## config.mk

```make
export PLATFORM = sky130hd
export DESIGN_NAME = contiguous_fit_allocator
export DESIGN_NICKNAME = d
export VERILOG_FILES = /design/src/cfa_pkg.sv /design/src/contiguous_fit_allocator.sv /design/src/cfa_ram.sv /design/src/cfa_ctrl.sv /design/src/cfa_datapath.sv
export VERILOG_INCLUDE_DIRS = /design/src /design/src/src
export SDC_FILE = /design/constraint.sdc
export NUM_CORES = 1
export LEC_CHECK = 0
export BUFFER_PORTS_ARGS = -buffer_cell sky130_fd_sc_hd__buf_4
export CAP_MARGIN = 30
export CORE_MARGIN = 1
export CORE_UTILIZATION = 50
export CTS_CLUSTER_SIZE = 20
export DETAILED_ROUTE_END_ITERATION = 8
export HOLD_SLACK_MARGIN = 0.08
export PLACE_DENSITY = 0.65
export SLEW_MARGIN = 20
export SYNTH_ARGS = -nofsm -noshare
export SYNTH_HDL_FRONTEND = slang
export SYNTH_HIERARCHICAL = 1
export SYNTH_SLANG_ARGS = --single-unit
```

## constraint.sdc

```tcl
create_clock -name clk -period 4.6 [get_ports clk]
set_input_delay 0.69 -clock clk [delete_from_list [all_inputs] [get_ports clk]]
set_output_delay 0.69 -clock clk [all_outputs]
set_load 0.005 [all_outputs]
```

## src/contiguous_fit_allocator_macros.svh

```systemverilog
// Assertion macros for the contiguous fit allocator.
// Included by the top level; expects clk and rst_n in scope.
`ifndef CONTIGUOUS_FIT_ALLOCATOR_MACROS_SVH
`define CONTIGUOUS_FIT_ALLOCATOR_MACROS_SVH

// same-cycle implication
`define CFA_ASSERT_IMP(label, ante, cons, msg) \
    label: assert property (@(posedge clk) disable iff (!rst_n) (ante) |-> (cons)) \
        else $error(msg);

// next-cycle implication
`define CFA_ASSERT_NXT(label, ante, cons, msg) \
    label: assert property (@(posedge clk) disable iff (!rst_n) (ante) |=> (cons)) \
        else $error(msg);

`endif

```

## src/cfa_pkg.sv

```systemverilog
// Package for the contiguous fit allocator: payload structs, codes,
// controller state type and controller/datapath command and status groups.
// No dependencies.
`timescale 1ns / 1ps

package cfa_pkg;

    // operation codes
    localparam logic OP_LOAD  = 1'b0;
    localparam logic OP_ALLOC = 1'b1;

    // result status codes
    localparam logic [1:0] STATUS_LOADED = 2'd0;
    localparam logic [1:0] STATUS_ALLOC  = 2'd1;
    localparam logic [1:0] STATUS_NONE   = 2'd2;

    // fit strategy codes
    localparam logic [1:0] FIT_FIRST = 2'd0;
    localparam logic [1:0] FIT_BEST  = 2'd1;
    localparam logic [1:0] FIT_WORST = 2'd2;

    // register index, taken from paddr[2]
    localparam logic CFG_IDX_STRATEGY = 1'b0;
    localparam logic CFG_IDX_ACTIVE   = 1'b1;

    localparam logic [1:0] STRATEGY_RESET = FIT_FIRST;
    localparam logic [4:0] ACTIVE_RESET   = 5'd16;

    typedef struct packed {
        logic        operation;
        logic [3:0]  block_index;
        logic [15:0] size_value;
    } req_item_t;

    typedef struct packed {
        logic [1:0]  status;
        logic [3:0]  chosen_block;
        logic [15:0] remaining_size;
    } rsp_item_t;

    typedef enum logic [2:0] {
        ST_IDLE,
        ST_LOAD,
        ST_SCAN,
        ST_DRAIN,
        ST_UPDATE,
        ST_RESULT
    } cfa_state_t;

    typedef struct packed {
        logic capture;     // latch the accepted beat
        logic load_wr;     // write a load item into the table
        logic scan_start;  // clear the scan pointer
        logic scan_rd;     // read the entry at the scan pointer and advance
        logic upd_wr;      // write back the chosen block
        logic res_load;    // move the result into the output register
    } cfa_cmd_t;

    typedef struct packed {
        logic out_free;
        logic scan_last;
        logic count_zero;
    } cfa_stat_t;

endpackage

```

## src/contiguous_fit_allocator.sv

```systemverilog
// Load beat: table write, then result. Allocate beat: one table read per scanned
// block (count = min(active_blocks, NUM_BLOCKS)), then drain, write-back and result;
// with no active blocks the scan and drain are skipped. One item at a time; the next
// beat is taken while the result waits in the output register.
// Reset: first fit, 16 active blocks, valid bits cleared so the table reads zero.
`timescale 1ns / 1ps
`include "contiguous_fit_allocator_macros.svh"

module contiguous_fit_allocator #(
    parameter int NUM_BLOCKS = 16,
    parameter int SIZE_BITS  = 16
) (
    input  logic               clk,
    input  logic               rst_n,
    input  logic               psel,
    input  logic               penable,
    input  logic               pwrite,
    input  logic [2:0]         paddr,
    input  logic [31:0]        pwdata,
    output logic [31:0]        prdata,
    output logic               pready,
    input  logic               req_valid,
    output logic               req_ready,
    input  cfa_pkg::req_item_t req,
    output logic               rsp_valid,
    input  logic               rsp_ready,
    output cfa_pkg::rsp_item_t rsp
);

    import cfa_pkg::*;

    localparam int IDX_W = (NUM_BLOCKS > 1) ? $clog2(NUM_BLOCKS) : 1;

    logic [1:0] strategy_reg;
    logic [4:0] active_reg;
    logic       cfg_wr;

    cfa_cmd_t   cmd;
    cfa_stat_t  stat;

    logic                 ram_we;
    logic [IDX_W-1:0]     ram_waddr;
    logic [SIZE_BITS-1:0] ram_wdata;
    logic [IDX_W-1:0]     ram_raddr;
    logic [SIZE_BITS-1:0] ram_rdata;

    assign pready = 1'b1;
    assign cfg_wr = psel && penable && pwrite;

    always_ff @(posedge clk or negedge rst_n)
    begin
        if (!rst_n)
        begin
            strategy_reg <= STRATEGY_RESET;
            active_reg   <= ACTIVE_RESET;
        end
        else if (cfg_wr)
        begin
            if (paddr[2] == CFG_IDX_ACTIVE)
            begin
                active_reg <= pwdata[4:0];
            end
            else
            begin
                strategy_reg <= pwdata[1:0];
            end
        end
    end

    assign prdata = (paddr[2] == CFG_IDX_ACTIVE) ? {27'd0, active_reg}
                                                 : {30'd0, strategy_reg};

    cfa_ctrl u_ctrl (
        .clk       (clk),
        .rst_n     (rst_n),
        .req_valid (req_valid),
        .req_ready (req_ready),
        .operation (req.operation),
        .stat      (stat),
        .cmd       (cmd)
    );

    cfa_datapath #(
        .NUM_BLOCKS (NUM_BLOCKS),
        .SIZE_BITS  (SIZE_BITS),
        .IDX_W      (IDX_W)
    ) u_datapath (
        .clk           (clk),
        .rst_n         (rst_n),
        .strategy      (strategy_reg),
        .active_blocks (active_reg),
        .req           (req),
        .cmd           (cmd),
        .stat          (stat),
        .rsp_valid     (rsp_valid),
        .rsp_ready     (rsp_ready),
        .rsp           (rsp),
        .ram_we        (ram_we),
        .ram_waddr     (ram_waddr),
        .ram_wdata     (ram_wdata),
        .ram_raddr     (ram_raddr),
        .ram_rdata     (ram_rdata)
    );

    cfa_ram #(
        .WIDTH (SIZE_BITS),
        .DEPTH (NUM_BLOCKS),
        .AW    (IDX_W)
    ) u_table (
        .clk   (clk),
        .we    (ram_we),
        .waddr (ram_waddr),
        .wdata (ram_wdata),
        .raddr (ram_raddr),
        .rdata (ram_rdata)
    );

    // one item at a time
    `CFA_ASSERT_NXT(a_one_item, req_valid && req_ready, !req_ready, "beat taken while busy")
    // the table is never written during a scan
    `CFA_ASSERT_IMP(a_no_wr_in_scan, cmd.scan_rd, !ram_we, "table write during scan")
    // a pending result is never overwritten
    `CFA_ASSERT_IMP(a_no_overwrite, cmd.res_load, !rsp_valid || rsp_ready, "result overwritten")
    // a refused request carries no block and no size
    `CFA_ASSERT_IMP(a_none_zero, rsp_valid && rsp.status == STATUS_NONE,
        rsp.chosen_block == 4'd0 && rsp.remaining_size == 16'd0, "refusal carries data")

endmodule

```

## src/cfa_ram.sv

```systemverilog
// Generic single-write, single-read RAM with registered read data.
// No dependencies.
`timescale 1ns / 1ps

module cfa_ram #(
    parameter int WIDTH = 16,
    parameter int DEPTH = 16,
    parameter int AW    = (DEPTH > 1) ? $clog2(DEPTH) : 1
) (
    input  logic             clk,
    input  logic             we,
    input  logic [AW-1:0]    waddr,
    input  logic [WIDTH-1:0] wdata,
    input  logic [AW-1:0]    raddr,
    output logic [WIDTH-1:0] rdata
);

    logic [WIDTH-1:0] mem [DEPTH];
    logic [WIDTH-1:0] rdata_reg;

    always_ff @(posedge clk)
    begin
        if (we)
        begin
            mem[waddr] <= wdata;
        end
        rdata_reg <= mem[raddr];
    end

    assign rdata = rdata_reg;

endmodule

```

## src/cfa_ctrl.sv

```systemverilog
// Sequencer for the contiguous fit allocator: load, scan, drain, update, result.
// Depends on cfa_pkg.
`timescale 1ns / 1ps

module cfa_ctrl (
    input  logic              clk,
    input  logic              rst_n,
    input  logic              req_valid,
    output logic              req_ready,
    input  logic              operation,
    input  cfa_pkg::cfa_stat_t stat,
    output cfa_pkg::cfa_cmd_t  cmd
);

    import cfa_pkg::*;

    cfa_state_t state_reg;
    cfa_state_t state_next;

    always_ff @(posedge clk or negedge rst_n)
    begin
        if (!rst_n)
        begin
            state_reg <= ST_IDLE;
        end
        else
        begin
            state_reg <= state_next;
        end
    end

    always_comb
    begin
        state_next = state_reg;
        unique case (state_reg)
            ST_IDLE:
            begin
                if (req_valid)
                begin
                    if (operation == OP_LOAD)
                    begin
                        state_next = ST_LOAD;
                    end
                    else if (stat.count_zero)
                    begin
                        state_next = ST_UPDATE;
                    end
                    else
                    begin
                        state_next = ST_SCAN;
                    end
                end
            end
            ST_LOAD:   state_next = ST_RESULT;
            ST_SCAN:
            begin
                if (stat.scan_last)
                begin
                    state_next = ST_DRAIN;
                end
            end
            ST_DRAIN:  state_next = ST_UPDATE;
            ST_UPDATE: state_next = ST_RESULT;
            ST_RESULT:
            begin
                if (stat.out_free)
                begin
                    state_next = ST_IDLE;
                end
            end
            default:   state_next = ST_IDLE;
        endcase
    end

    always_comb
    begin
        cmd       = '0;
        req_ready = 1'b0;
        unique case (state_reg)
            ST_IDLE:
            begin
                req_ready      = 1'b1;
                cmd.capture    = req_valid;
                cmd.scan_start = req_valid;
            end
            ST_LOAD:   cmd.load_wr  = 1'b1;
            ST_SCAN:   cmd.scan_rd  = 1'b1;
            ST_DRAIN:  cmd          = '0;
            ST_UPDATE: cmd.upd_wr   = 1'b1;
            ST_RESULT: cmd.res_load = stat.out_free;
            default:   cmd          = '0;
        endcase
    end

endmodule

```

## src/cfa_datapath.sv

```systemverilog
// Datapath for the contiguous fit allocator: item registers, scan pointer,
// fit compare, valid bits, table write port and output register.
// Depends on cfa_pkg; drives an external cfa_ram.
`timescale 1ns / 1ps

module cfa_datapath #(
    parameter int NUM_BLOCKS = 16,
    parameter int SIZE_BITS  = 16,
    parameter int IDX_W      = (NUM_BLOCKS > 1) ? $clog2(NUM_BLOCKS) : 1
) (
    input  logic                  clk,
    input  logic                  rst_n,
    input  logic [1:0]            strategy,
    input  logic [4:0]            active_blocks,
    input  cfa_pkg::req_item_t    req,
    input  cfa_pkg::cfa_cmd_t     cmd,
    output cfa_pkg::cfa_stat_t    stat,
    output logic                  rsp_valid,
    input  logic                  rsp_ready,
    output cfa_pkg::rsp_item_t    rsp,
    output logic                  ram_we,
    output logic [IDX_W-1:0]      ram_waddr,
    output logic [SIZE_BITS-1:0]  ram_wdata,
    output logic [IDX_W-1:0]      ram_raddr,
    input  logic [SIZE_BITS-1:0]  ram_rdata
);

    import cfa_pkg::*;

    localparam int CNT_W = $clog2(NUM_BLOCKS + 1);

    // item registers
    logic                 op_reg;
    logic [3:0]           idx_reg;
    logic [SIZE_BITS-1:0] size_reg;

    // scan state
    logic [IDX_W-1:0]     scan_reg;
    logic                 rd_pend_reg;
    logic [IDX_W-1:0]     rd_idx_reg;
    logic                 rd_vld_reg;
    logic                 found_reg;
    logic [IDX_W-1:0]     pick_reg;
    logic [SIZE_BITS-1:0] best_reg;

    logic [NUM_BLOCKS-1:0] valid_reg;

    logic                 rsp_valid_reg;
    rsp_item_t            rsp_reg;
    rsp_item_t            rsp_next;

    logic [CNT_W-1:0]     count;
    logic                 in_range;
    logic [SIZE_BITS-1:0] scan_f;
    logic                 adequate;
    logic                 take;
    logic [SIZE_BITS-1:0] diff;

    assign count = (32'(active_blocks) > 32'(NUM_BLOCKS)) ? CNT_W'(NUM_BLOCKS)
                                                           : CNT_W'(active_blocks);
    assign in_range = (32'(idx_reg) < 32'(NUM_BLOCKS));
    assign diff     = best_reg - size_reg;

    assign stat.count_zero = (active_blocks == 5'd0);
    assign stat.scan_last  = (CNT_W'(scan_reg) + CNT_W'(1)) == count;
    assign stat.out_free   = !rsp_valid_reg || rsp_ready;

    // an entry never written since reset reads as zero
    assign scan_f   = rd_vld_reg ? ram_rdata : '0;
    assign adequate = (scan_f >= size_reg);

    always_comb
    begin
        case (strategy)
            FIT_FIRST: take = !found_reg;
            FIT_BEST:  take = !found_reg || (scan_f < best_reg);
            FIT_WORST: take = !found_reg || (scan_f > best_reg);
            default:   take = 1'b0;
        endcase
    end

    // table write port: load item or write-back of the chosen block
    assign ram_we    = (cmd.load_wr && in_range) || (cmd.upd_wr && found_reg);
    assign ram_waddr = cmd.load_wr ? IDX_W'(idx_reg) : pick_reg;
    assign ram_wdata = cmd.load_wr ? size_reg : diff;
    assign ram_raddr = scan_reg;

    always_ff @(posedge clk)
    begin
        if (cmd.capture)
        begin
            op_reg   <= req.operation;
            idx_reg  <= req.block_index;
            size_reg <= SIZE_BITS'(req.size_value);
        end
        if (cmd.scan_rd)
        begin
            rd_idx_reg <= scan_reg;
            rd_vld_reg <= valid_reg[scan_reg];
        end
        if (rd_pend_reg && adequate && take)
        begin
            pick_reg <= rd_idx_reg;
            best_reg <= scan_f;
        end
        if (cmd.res_load)
        begin
            rsp_reg <= rsp_next;
        end
    end

    always_ff @(posedge clk or negedge rst_n)
    begin
        if (!rst_n)
        begin
            scan_reg      <= '0;
            rd_pend_reg   <= 1'b0;
            found_reg     <= 1'b0;
            valid_reg     <= '0;
            rsp_valid_reg <= 1'b0;
        end
        else
        begin
            rd_pend_reg <= cmd.scan_rd;
            if (cmd.scan_start)
            begin
                scan_reg <= '0;
            end
            else if (cmd.scan_rd)
            begin
                scan_reg <= scan_reg + IDX_W'(1);
            end
            if (cmd.capture)
            begin
                found_reg <= 1'b0;
            end
            else if (rd_pend_reg && adequate && take)
            begin
                found_reg <= 1'b1;
            end
            if (ram_we)
            begin
                valid_reg[ram_waddr] <= 1'b1;
            end
            if (cmd.res_load)
            begin
                rsp_valid_reg <= 1'b1;
            end
            else if (rsp_ready)
            begin
                rsp_valid_reg <= 1'b0;
            end
        end
    end

    always_comb
    begin
        if (op_reg == OP_LOAD)
        begin
            rsp_next.status         = STATUS_LOADED;
            rsp_next.chosen_block   = idx_reg;
            rsp_next.remaining_size = in_range ? 16'(size_reg) : 16'd0;
        end
        else if (found_reg)
        begin
            rsp_next.status         = STATUS_ALLOC;
            rsp_next.chosen_block   = 4'(pick_reg);
            rsp_next.remaining_size = 16'(diff);
        end
        else
        begin
            rsp_next.status         = STATUS_NONE;
            rsp_next.chosen_block   = 4'd0;
            rsp_next.remaining_size = 16'd0;
        end
    end

    assign rsp_valid = rsp_valid_reg;
    assign rsp       = rsp_reg;

endmodule

```

# After elaboration in Yosys (flattened, before gate mapping)
# Memories as Yosys holds them, arrays and structs flattened. A register that Yosys moved wholly into a read port is not among the register bits.
# Index checks and enable logic that the tools add are counted.
dict set report classes {
  magnitude_cmp 7
  n_reduce_logical 22
  addsub 3
  muxes 32
  bitwise 2
  eq_ne 11
}
# operator count
set ops {}
lappend ops {{two-way mux 16 bit} 2}
lappend ops {{two-way mux 22 bit} 1}
lappend ops {{two-way mux 20 bit} 1}
lappend ops {{greater-or-equal comparator 16 bit} 1}
lappend ops {{> comparator 16 bit} 1}
lappend ops {{less-than comparator 16 bit} 1}
lappend ops {{OR 16 bit} 1}
lappend ops {{subtractor 16 bit} 1}
lappend ops {{two-way mux 3 bit} 5}
lappend ops {{case mux 3 bit (5 select lines)} 1}
lappend ops {{two-way mux 1 bit} 14}
lappend ops {{two-way mux 4 bit} 3}
lappend ops {{less-than comparator 4 x 5 -> 1 bit (second input constant)} 2}
lappend ops {{two-way mux 5 bit} 2}
lappend ops {{== test 3 x 2 -> 1 bit (second input constant)} 2}
lappend ops {{== test 3 bit (second input constant)} 2}
lappend ops {{logical AND 1 bit} 6}
lappend ops {{nonzero test 2 bit} 3}
lappend ops {{adder 4 x 1 -> 5 bit (second input constant)} 1}
lappend ops {{== test 5 bit} 1}
lappend ops {{> comparator 5 bit (second input constant)} 1}
lappend ops {{zero test 5 bit} 1}
lappend ops {{adder 4 x 1 -> 4 bit (second input constant)} 1}
lappend ops {{binary-select mux 1 bit (select 4 bit)} 1}
lappend ops {{16 further kinds} 22}
dict set report totals {
  memories 1
  mem_bits_rw 256
  in_bits 63
  elab_cells 96
  register_bits 101
  out_inout_bits 57
}
# name depth word_bits rd rd_ports_with_merged_regs wr line
set memory_table {}
lappend memory_table {u_table.mem 16 16 1 1 1 cfa_ram.sv:18} ;# logic [WIDTH-1:0] mem [DEPTH];

# Logic depth before layout (Yosys ltp)
dict set report logic_depth {
  word_depth 8
  depth_mapped 10
}

# Modules after synthesis
# Netlist, hierarchy kept.
# mod area_per_inst_um2 cells_per_inst instances seq_area_each_um2
set modules_own_cells {}
lappend modules_own_cells {cfa_ram 10043.4 432 1 8007.7}
lappend modules_own_cells {cfa_datapath 5507.8 504 1 2617.5}
lappend modules_own_cells {contiguous_fit_allocator 535.5 51 1 176.4}
lappend modules_own_cells {cfa_ctrl 187.7 22 1 75.1}

# Worst setup path after synthesis
# OpenSTA, ideal clock, no wires.
dict set report synth_timing {
  path_kind {register to register}
  startpoint {register u_datapath.rd_vld_reg}
  endpoint {register u_datapath.best_reg[0], enable pin}
  path_slack_ns 1.047
  required_ns 4.195
  arrival_time_ns 3.148
  synth_period_minus_slack_ns 3.553
  path_buffers 2
  path_stages_with_launch 11
  setup_ns 0.405
  path_cell_list {edfxtp_1 -> buf_2 -> clkbuf_1 -> and2_1 -> ha_1 -> nand4_1 -> a211oi_1 -> a211oi_1 -> o211ai_1 -> mux2_2 -> o22ai_1}
}
dict set report synth_via {
  elab_chain_cells 5
  elab_cells_between_ends 9
}
# item line
set synth_rtl {}
lappend synth_rtl {{start: declaration} cfa_datapath.sv:41} ;# logic rd_vld_reg;
lappend synth_rtl {{start signal: assignment} cfa_datapath.sv:99} ;# rd_vld_reg <= valid_reg[scan_reg];
lappend synth_rtl {{two-way mux 16 bit *} cfa_datapath.sv:69} ;# assign scan_f = rd_vld_reg ? ram_rdata : '0;
lappend synth_rtl {{via u_datapath.scan_f[7]} cfa_datapath.sv:54} ;# logic [SIZE_BITS-1:0] scan_f;
lappend synth_rtl {{> comparator 16 bit / less-than comparator 16 bit (equally long branches)} {cfa_datapath.sv:77, cfa_datapath.sv:76}}
lappend synth_rtl {{logical OR 1 bit (on tied branches)} {cfa_datapath.sv:77, cfa_datapath.sv:76}}
lappend synth_rtl {{case mux 1 bit (3 select lines)} cfa_datapath.sv:74} ;# case (strategy)
lappend synth_rtl {{logical AND 1 bit *} cfa_datapath.sv:101} ;# if (rd_pend_reg && adequate && take)
lappend synth_rtl {{end signal: assignment} cfa_datapath.sv:104} ;# best_reg <= scan_f;
lappend synth_rtl {{end: declaration} cfa_datapath.sv:44} ;# logic [SIZE_BITS-1:0] best_reg;
# Mark *: on every way through the listed nets, which the timed path passes. The rest lies on a longest branch.
# A chain may end at the register's enable or synchronous reset.

# Final worst setup path
dict set report layout_timing {
  startpoint {register u_datapath.rd_vld_reg}
  endpoint {register u_datapath.best_reg[10], enable pin}
}
# Same word-level chain as after synthesis.

==> metrics.md <==
| Metric | Value |
|---|---|
| Leakage | 6.655 nW |
| Max FFs per register | 256 |
| Met3 Usage GRT | 0.02954 |
| Area growth from synthesis to layout | 14.44% |
| Outcome | finished, final reports clean |
| Initial antenna violation count | 0 |
| RR Startpoint | u_datapath/rd_vld_reg |
| Worst vdd ir | 279.2 uV |
| Vias in the first global route | 8,857 |
| Post-route ant nets | 0 |
| 1st-iter DRT viols | 641 |
| Residual DRC | 0 |
| Register bit total from synthesis | 373 |
| Critical path startpoint category | flip-flop |
| Share of cells above drive strength 1 | 0.2321 |
| Placed cell count | 1,509 |
| Final min period | 3405 ps |
| Number of H-tree levels | 2 |
| Skew-Pair Late Insertion Delay | 530 ps |
| Area leader, netlist | edfxtp_1 |
| Cts repair resizes | 0 |
| Synthesized netlist cell count | 1,009 |
| Diodes inserted | 0 |
| Longest Clk Path Bufs | 3 |
| Setup Skew | 13.41 ps |
| CP endpoint kind | flip-flop |
| Post-synth top area share | 0.5978 |
| Die area | 0.03327 sq mm |
| Setup TNS | 0 ps |
| Slew at the pin with the worst max-slew slack | 697.5 ps |
| Via count | 8,846 |
| Hold bufs inserted after CTS | 0 |
| Filler cell count | 2,373 |
| Critical path class | flip-flop to flip-flop |
| R2R setup slack | 1190 ps |
| Drt first pass iters | 5 |
| I/O Pins | 120 |
| Total CTS buffers | 39 |
| DP HPWL | 20,950 microns |
| Grt total ovfl | 0 |
| GP Congestion | 0.8194 |
| TritonCTS clock tree | done |
| HP Class | primary input to async pin |
| GRT Total Usage | 0.1986 |
| Post-synth EDFFs | 324 |
| Top post-synthesis cells by area | edfxtp_1 60%, mux4_2 8.2%, dfrtp_1 4.9%, ha_1 3.7%, dfxtp_1 2.0% |
| DIE WIDTH | 182.4 microns |
| Post-CTS setup buffers | 0 |
| Distinct cells, synth | 79 |
| Most used DFF post-synth | edfxtp_1 |
| Max-slew violation count | 0 |
| Non-filler cells in the finished layout | 1,581 |
| RSZ-0062 raised after global routing | false |
| Placeable Area | 0.03180 sq mm |
| Die height | 182.4 microns |
| Cell area power density | 542.3 mW/mm^2 |
| Vias per cell | 5.595 |
| Post-Synthesis Cell Area | 0.01627 sq mm |
| Period utilisation layout | 0.7402 |
| Worst R2R Path Depth | 9 |
| Met1 Track Usage GR | 0.2783 |
| Average size of a mapped cell | 16.13 sq um |
| Nets | 1,227 |
| CTS Sinks | 373 |
| Met2 global-route usage | 0.3287 |
| CP Max Fanout | 20 |
| Sequential element share of the synthesized area | 0.6683 |
| Clock Tree Root | clkbuf_16 |
| Routed len/inst | 20.18 microns |
| Worst flop-to-flop path endpoint | u_datapath/best_reg[10] |
| Reg clk slew, reported paths | 60 ps |
| Busiest grt layer | met2 |
| DRT Wirelength | 31,910 microns |
| Port bufs | 62 |
| Largest net degree at the start of global routing | 38 |
| Max cap viols | 0 |
| # setup viols final | 0 |
| Crit path arrival time | 3610 ps |
| Ys async rst share | 0.08847 |
| Final hold viol count | 0 |
| Yosys warnings | 6 |
| F_max | 0.2937 GHz |
| Rows | 65 |
| Req. time, crit path | 4810 ps |
| Starting Density | 0.5118 |
| Slew margin rel. | 0.5217 |
| First-pass GRT wire length | 50,230 microns |
## cells by family after synthesis
logic type / after synthesis / synth area share
XOR/XNOR: 18 / 0.009688
flip-flops: 373 / 0.6683
buffers and inverters: 121 / 0.03798
AND/OR/NAND/NOR: 186 / 0.05812
adder cells (fa/ha/maj): 50 / 0.03875
other: 2 / 0.0004615
AO/OA/AOI/OAI: 168 / 0.07442
multiplexers: 91 / 0.1122
## metal layers
metal,part of all wire,vias to the layer above
li1,-,4124
met1,0.46,4463
met2,0.48,214
met3,0.043,45
met4,0.019,0
met5,0,-
## report_power, final
group	switching, W	internal [W]
Clock	0.00126	0.00185
Sequential	0.000205	0.00455
Combinational	0.00134	0.000890
## metrics by stage
step / setup WS [ps] / power [W] / hold WS [ps] / instance area, sq um / utilization
global route: 942.7 / 0.01059 / 136.0 / 18620 / 0.5857
CTS: 1156 / 0.01019 / 111.7 / 18620 / 0.5857
global placement: 1184 / 0.006995 / 403.5 / 17330 / 0.5451
finish: 1195 / 0.01010 / 116.5 / 18620 / 0.5857
detailed placement: 1165 / 0.007073 / 404.5 / 17350 / 0.5455
floorplan: 1047 / 0.006206 / 394.4 / 16370 / -
## critical path: stages (launching register included)
cell and delay [ps]:
edfxtp_1 620, and2_1 280, ha_1 320, nand4_1 160, a211oi_1 260, a211oi_1 130, o211ai_1 290, mux2_2 380
o22ai_2 310, buf_4 320
## cells in the mapped netlist (10+ instances only)
master	instances
edfxtp_1	324
mux4_2	59
inv_1	54
ha_1	48
nor2_1	44
nand2_1	42
a22oi_1	33
buf_4	32
dfrtp_1	32
o21ai_0	25
and2_1	20
clkbuf_1	20
a21o_1	18
a21oi_1	17
nor3_1	17
dfxtp_1	16
nand3_1	15
o22ai_1	13
mux2_2	12
nand2b_1	12
mux2i_1	10
mux4_1	10
## worst max-delay path by stage
stage	to	slack, ps	from
floorplan	u_datapath/best_reg[0]	1050	u_datapath/rd_vld_reg
global placement	u_datapath/best_reg[11]	1180	u_datapath/rd_vld_reg
detailed placement	u_datapath/best_reg[11]	1170	u_datapath/rd_vld_reg
CTS	u_datapath/best_reg[9]	1160	u_datapath/rd_vld_reg
global route	u_datapath/best_reg[9]	940	u_datapath/rd_vld_reg
finish	u_datapath/best_reg[10]	1190	u_datapath/rd_vld_reg
## cell usage in the layout, fill, tap and decap left out, drive strengths merged, types with 10 or more instances in the layout
master,count
a22oi,33
edfxtp,324
nand2b,12
clkinv,16
nand2,42
nor3,17
clkbuf,50
o22ai,13
mux2,12
dfxtp,16
mux4,69
a21oi,20
nand3,15
inv,55
a21o,18
dfrtp,32
nor2,44
ha,48
and2,21
o21ai,29
buf,105
mux2i,10
conb,28
## final cells by class
| type | instances | area [sq um] | share of cell area |
|---|---|---|---|
| inverter | 55 | 206.4 | 0.01108 |
| clock inverter | 22 | 230.2 | 0.01236 |
| timing repair buffer | 105 | 792.0 | 0.04253 |
| multi-input combinational | 541 | 4921 | 0.2642 |
| tap | 435 | 544.3 | 0.02922 |
| sequential | 373 | 10880 | 0.5843 |
| clock buffer | 50 | 1049 | 0.05630 |
Power figures use the tool's default switching activity.
